**config.mk**
```make
export PLATFORM = sky130hd
export DESIGN_NAME = fct_cell
export DESIGN_NICKNAME = d
export VERILOG_FILES = /design/src/rtl/fct_pkg.sv /design/src/rtl/fct_cell.sv
export SDC_FILE = /design/constraint.sdc
export NUM_CORES = 2
export LEC_CHECK = 0
export BUFFER_PORTS_ARGS = -buffer_cell sky130_fd_sc_hd__buf_2
export CAP_MARGIN = 20
export CELL_PAD_IN_SITES_DETAIL_PLACEMENT = 1
export CELL_PAD_IN_SITES_GLOBAL_PLACEMENT = 1
export CORE_UTILIZATION = 55
export CTS_BUF_LIST = sky130_fd_sc_hd__clkbuf_2
export CTS_CLUSTER_SIZE = 12
export DETAILED_ROUTE_END_ITERATION = 6
export GPL_ROUTABILITY_DRIVEN = 0
export PLACE_DENSITY_LB_ADDON = 0.08
export SYNTH_ARGS = -nofsm -noshare
export SYNTH_HDL_FRONTEND = slang
export SYNTH_SLANG_ARGS = --single-unit
export TNS_END_PERCENT = 1
```
**constraint.sdc**
```tcl
create_clock -name clock -period 16.2 [get_ports clock]
set_input_delay 3.24 -clock clock [delete_from_list [all_inputs] [get_ports clock]]
set_output_delay 3.24 -clock clock [all_outputs]
set_load 0.05 [all_outputs]
```
**src/rtl/fct_pkg.sv**
```systemverilog
// types and constants shared by the frustum cull test block
// no dependencies

package fct_pkg;

   localparam int PLANE_COUNT    = 6;
   localparam int NUM_PLANE_REGS = 6;
   localparam int CELL_COUNT     = (PLANE_COUNT < NUM_PLANE_REGS) ? PLANE_COUNT : NUM_PLANE_REGS;
   localparam int CELL_LATENCY   = 2;
   localparam int LATENCY        = CELL_COUNT * CELL_LATENCY;

   localparam int CSR_INDEX_W = 3;
   localparam int PLANE_W     = 64;
   localparam int COORD_W     = 16;
   localparam int NORM_W      = 12;
   localparam int DIST_W      = 28;
   localparam int PROD_W      = 28;
   localparam int SUM_W       = 32;
   localparam int RADIUS_W    = 15;
   localparam int RAD_FRAC    = 10;
   localparam int RAD_W       = RADIUS_W + RAD_FRAC;

   // plane packing
   localparam int NX_LSB = 52;
   localparam int NY_LSB = 40;
   localparam int NZ_LSB = 28;
   localparam int D_LSB  = 0;

   localparam logic MODE_BOX    = 1'b0;
   localparam logic MODE_SPHERE = 1'b1;

   typedef logic signed [COORD_W-1:0] coord_type;
   typedef logic signed [PROD_W-1:0]  prod_type;

   // one volume in flight: per-axis low and high coordinate, sphere slack and running verdict
   typedef struct packed {
      coord_type        lo_x;
      coord_type        lo_y;
      coord_type        lo_z;
      coord_type        hi_x;
      coord_type        hi_y;
      coord_type        hi_z;
      logic [RAD_W-1:0] rad;
      logic             visible;
   } item_type;

endpackage

```
**src/rtl/fct_cell.sv**
```systemverilog
// one plane cell of the frustum cull chain: holds a plane, tests the passing volume
// depends on fct_pkg

module fct_cell (
   input  logic                         clock,
   input  logic                         reset,
   input  logic                         wr_en,
   input  logic [fct_pkg::PLANE_W-1:0]  wr_data,
   input  logic                         in_valid,
   input  fct_pkg::item_type            in_item,
   output logic                         out_valid,
   output fct_pkg::item_type            out_item
);

   logic [fct_pkg::PLANE_W-1:0] plane_ff;

   logic signed [fct_pkg::PROD_W-1:0] nx, ny, nz;
   logic signed [fct_pkg::PROD_W-1:0] lo_x, lo_y, lo_z, hi_x, hi_y, hi_z;

   fct_pkg::prod_type plo_x_in, plo_y_in, plo_z_in, phi_x_in, phi_y_in, phi_z_in;
   fct_pkg::prod_type plo_x_ff, plo_y_ff, plo_z_ff, phi_x_ff, phi_y_ff, phi_z_ff;
   fct_pkg::item_type item1_ff;
   logic              valid1_ff;

   fct_pkg::prod_type                mx_x, mx_y, mx_z;
   logic signed [fct_pkg::SUM_W-1:0] d_val, rad_s, sum;
   fct_pkg::item_type                item2_in, item2_ff;
   logic                             valid2_ff;

   always_ff @(posedge clock) begin
      if (reset) begin
         plane_ff <= '0;
      end else if (wr_en) begin
         plane_ff <= wr_data;
      end
   end

   // stage 1: six products
   always_comb begin
      nx = fct_pkg::PROD_W'($signed(plane_ff[fct_pkg::NX_LSB +: fct_pkg::NORM_W]));
      ny = fct_pkg::PROD_W'($signed(plane_ff[fct_pkg::NY_LSB +: fct_pkg::NORM_W]));
      nz = fct_pkg::PROD_W'($signed(plane_ff[fct_pkg::NZ_LSB +: fct_pkg::NORM_W]));
      lo_x = fct_pkg::PROD_W'($signed(in_item.lo_x));
      lo_y = fct_pkg::PROD_W'($signed(in_item.lo_y));
      lo_z = fct_pkg::PROD_W'($signed(in_item.lo_z));
      hi_x = fct_pkg::PROD_W'($signed(in_item.hi_x));
      hi_y = fct_pkg::PROD_W'($signed(in_item.hi_y));
      hi_z = fct_pkg::PROD_W'($signed(in_item.hi_z));
      plo_x_in = nx * lo_x;
      plo_y_in = ny * lo_y;
      plo_z_in = nz * lo_z;
      phi_x_in = nx * hi_x;
      phi_y_in = ny * hi_y;
      phi_z_in = nz * hi_z;
   end

   always_ff @(posedge clock) begin
      if (reset) begin
         valid1_ff <= 1'b0;
      end else begin
         valid1_ff <= in_valid;
      end
   end

   always_ff @(posedge clock) begin
      plo_x_ff <= plo_x_in;
      plo_y_ff <= plo_y_in;
      plo_z_ff <= plo_z_in;
      phi_x_ff <= phi_x_in;
      phi_y_ff <= phi_y_in;
      phi_z_ff <= phi_z_in;
      item1_ff <= in_item;
   end

   // stage 2: greatest corner, plane value and verdict
   always_comb begin
      mx_x  = (plo_x_ff > phi_x_ff) ? plo_x_ff : phi_x_ff;
      mx_y  = (plo_y_ff > phi_y_ff) ? plo_y_ff : phi_y_ff;
      mx_z  = (plo_z_ff > phi_z_ff) ? plo_z_ff : phi_z_ff;
      d_val = fct_pkg::SUM_W'($signed(plane_ff[fct_pkg::D_LSB +: fct_pkg::DIST_W]));
      rad_s = $signed(fct_pkg::SUM_W'(item1_ff.rad));
      sum   = fct_pkg::SUM_W'(mx_x) + fct_pkg::SUM_W'(mx_y) + fct_pkg::SUM_W'(mx_z)
            + d_val + rad_s;
      item2_in         = item1_ff;
      item2_in.visible = item1_ff.visible & (sum > 0);
   end

   always_ff @(posedge clock) begin
      if (reset) begin
         valid2_ff <= 1'b0;
      end else begin
         valid2_ff <= valid1_ff;
      end
   end

   always_ff @(posedge clock) begin
      item2_ff <= item2_in;
   end

   assign out_valid = valid2_ff;
   assign out_item  = item2_ff;

   a_valid_delay: assert property (@(posedge clock) disable iff (reset)
      out_valid |-> $past(in_valid, 2))
      else $error("cell output without a transfer two cycles earlier");

   a_verdict_sticky: assert property (@(posedge clock) disable iff (reset)
      (out_valid && out_item.visible) |-> $past(in_item.visible, 2))
      else $error("cell revived a rejected volume");

   a_plane_write: assert property (@(posedge clock) disable iff (reset)
      wr_en |=> (plane_ff == $past(wr_data)))
      else $error("plane register missed a write");

endmodule

```
==> summary.md <==
| Metric | Value |
|---|---|
| Outcome | finished with violations |
| Violated checks | design-rule violations |
| Layout area overhead | 6.84% |
| Synth Warn # | 0 |
| CTS tree | yes |
| DRT Pass-1 Iters | 7 |
| Class of the worst hold path | flop to flop |
| Die area | roughly 0.11 mm2 |
| Max stage delay cell, worst path | nor3_1 |
| Initial core utilization | 55.5% |
| Synthesized flop and latch total | 478 |
| Yosys top cell by area | fa_1 |
| Worst Reg2Reg Path Length in Cells | 28 |
| Pin slew with the least headroom to its limit | ~0.99 ns |
| Max Clock Freq | 115 MHz |
| Hold Crit Depth | 0 |
| Avg Inst Size Synth | 9.60 um2 |
| Post-route ant nets | 0 |
| Initial antenna violation count | 4 |
| Clock buffer depth | 3 |
| RSZ-0062 raised after global routing | no |
| Yosys top cell area share | roughly two fifths |
| Final setup fails | 0 |
| Cell area after synthesis | 0.0585 mm2 |
| Clk root buf | clkbuf_2 |
| Hold_buf cts | 0 |
| Min Tclk post-route | 8.68 ns |
| Clock transition at path regs | around 0.1 ns |
| Total global-route track usage | 30.6% |
| Max cap viols | 0 |
| Final slew viol count | 0 |
| Die Height | 328 um |
| Startpoint types | flop |
| Cell variety after synth | 80 |
| WL final | 157 mm |
| GRT overflow | 0 |
| Met2 Wirelength | 79.5 mm |
| Number of synthesized flops with an enable pin | 0 |
| First-pass GRT wire length | 255 mm |
| Clock sinks | roughly 480 |
| Vias | between 40000 and 50000 |
| Top FF cell, synth | dfxtp_1 |
| WL met1 | 64.2 mm |
| IO Pins | roughly 310 |
| Worst Setup EP | out_item[0] |
| Crit Path Class | flop to flop |
| Core area | 0.105 mm2 |
| Ranking of synthesized cells by area | fa_1 (39%), dfxtp_1 (16%), ha_1 (10%) |
| Clock Latency Late Sink | 1.44 ns |
| Chip Width | around 330 um |
| Mapped Nets | 7912 |
| Layout cells sized above 1 | about a tenth |
| Ys async rst share | 0% |
| Wire length on met3 | 7.26 mm |
| Vias in the first global route | 48212 |
| Worst flop-to-flop path startpoint | phi_x_ff[27] |
| Critical path startpoint | phi_x_ff[27] |
| # resized after CTS | 0 |
| Port-buffer cells | 312 |
| CP required | 17.50 ns |
| DRC Markers | 44 |
| Via density | 5.34 |
| Routed wire per std cell | 20.1 um |
| Skew final | 0.0969 ns |
| Reg-to-reg critical path endpoint | out_item[0] |
| Hold WS | roughly 0.28 ns |
| Arrival @ worst endpoint | 9.98 ns |
| CP max FO | 28 |
| Row Count | 119 |
| Slew margin rel. | 33.7% |
| TritonCTS Buffers | 135 |
| Final Hold Viols | 0 |
| Largest net degree at the start of global routing | 46 |
| Nets | roughly 8000 |
| Starting DRT DRC Count | 1878 |
| H-tree depth | 4 |
| Fin crit share | 53.6% |
| Setup slack, reg-to-reg | 7.52 ns |
| Setup TNS | 0 ns |
| Synthesized instance count | 6098 |
| Endpoint class of the critical path | flop |
| Highest metal layer with signal wires | met5 |
| DP HPWL | 129 mm |
| Post-CTS setup buffer count | 0 |
| Post-synthesis sequential area ratio | 16.3% |
| Slowest stage delay, CP | 0.49 ns |
[critical path: cells and delay by family, from the launching register on]
family | cells | cell delay, ns
adder cells (fa/ha/maj) | 6 | 2.39
AO/OA/AOI/OAI | 7 | 2.25
AND/OR/NAND/NOR | 9 | 2.14
buffers and inverters | 4 | 0.68
multiplexers | 2 | 0.59
flip-flops | 1 | 0.44
[synthesized netlist by cell type (all sizes together), types with 10 or more instances]
cell type,n
nand2,753
clkbuf,225
xnor2,135
ha,475
nand2b,107
a31oi,10
nor2b,32
o211ai,14
mux2,40
xor2,46
a211oi,14
nand4,27
nand3,33
or3,13
a41oi,11
a21oi,119
a21o,79
o21ai,86
nor3,49
inv,1399
fa,1149
and3,17
mux2i,112
dfxtp,478
o21bai,11
and2,389
o21a,21
nor2,144
[flip-flops by register name, summed over array words and instances (netlist names)]
register	count
item1_ff	122
valid1_ff	1
phi_y_ff	28
plo_x_ff	28
plane_ff	64
out_valid	1
out_item	122
plo_z_ff	28
plo_y_ff	28
phi_z_ff	28
phi_x_ff	28
[through the flow]
stage / area (um2) / setup WS, ns / cells / util [%]
final: 62500 / 7.52 / 7841 / 59.3
after global routing: 62500 / 7.34 / 7838 / 59.3
after CTS: 62500 / 7.66 / 7837 / 59.3
after detailed placement: 61200 / 7.33 / 7607 / 58.1
after global placement: 61200 / 7.44 / 7607 / 58.1
after floorplan: 58500 / 7.89 / 6098 / -
[layout make-up]
cell class | instances | area (um2)
antenna | 4 | 10.0
clock buffer | 177 | 886
clock inverter | 53 | 415
fill | 12176 | 42900
inverter | 1399 | 5250
multi-input combinational | 3988 | 42800
sequential | 478 | 9570
tap | 1391 | 1740
timing repair buffer | 351 | 1860
[worst min-delay path by stage]
stage	from	end	slack [ns]
CTS	item1_ff[74]	out_item[74]	0.27
finish	item1_ff[74]	out_item[74]	0.28
detailed placement	item1_ff[38]	out_item[38]	0.31
global placement	item1_ff[35]	out_item[35]	0.31
floorplan	item1_ff[100]	out_item[100]	0.31
global route	item1_ff[74]	out_item[74]	0.28
[metal layers]
layer | up-vias | track usage, %
li1 | 18804 | -
met2 | 1057 | 53.0
met1 | 21689 | 38.7
met4 | 2 | 12.8
met5 | - | 0
met3 | 314 | 3.76
[cell usage in the layout (no fill, tap or decap), types with 10 or more instances in the layout]
master / netlist / layout
nor2b_1: 32 / 32
clkbuf_2: 0 / 177
o211ai_1: 13 / 13
fa_1: 1149 / 1149
a211oi_1: 14 / 14
buf_2: 3 / 310
nor2_1: 144 / 144
o21ai_0: 81 / 81
nor3_1: 47 / 47
mux2i_1: 111 / 110
a41oi_1: 11 / 11
and3_1: 16 / 16
nand4_1: 27 / 27
inv_1: 1399 / 1399
a21o_1: 79 / 79
and2_1: 389 / 389
xor2_1: 46 / 46
dfxtp_1: 478 / 475
xnor2_1: 135 / 135
or3_1: 13 / 13
clkinv_2: 0 / 12
o21bai_1: 11 / 11
ha_1: 475 / 475
o21a_1: 21 / 21
clkinv_1: 0 / 25
mux2_4: 18 / 18
a31oi_1: 10 / 10
buf_4: 1 / 41
nand2b_1: 107 / 107
a21oi_1: 117 / 117
nand2_1: 753 / 753
mux2_2: 19 / 19
nand3_1: 33 / 33
[cells by family (layout without fill, tap and decap cells)]
| family | after synthesis | in the layout | synth area share (%) |
|---|---|---|---|
| AOI/OAI and AO/OA | 430 | 430 | 4.93 |
| xor gates and xnor gates | 181 | 181 | 2.71 |
| adders and majority gates | 1624 | 1624 | 49.4 |
| buffers and inverters | 1632 | 1980 | 10.5 |
| DFF | 478 | 478 | 16.3 |
| muxes | 152 | 152 | 2.82 |
| other | 0 | 4 | 0 |
| and+or+nand+nor | 1601 | 1601 | 13.2 |
Power is not shown: default switching activity piles up to over one toggle a cycle in this logic, so the estimate is an artifact.
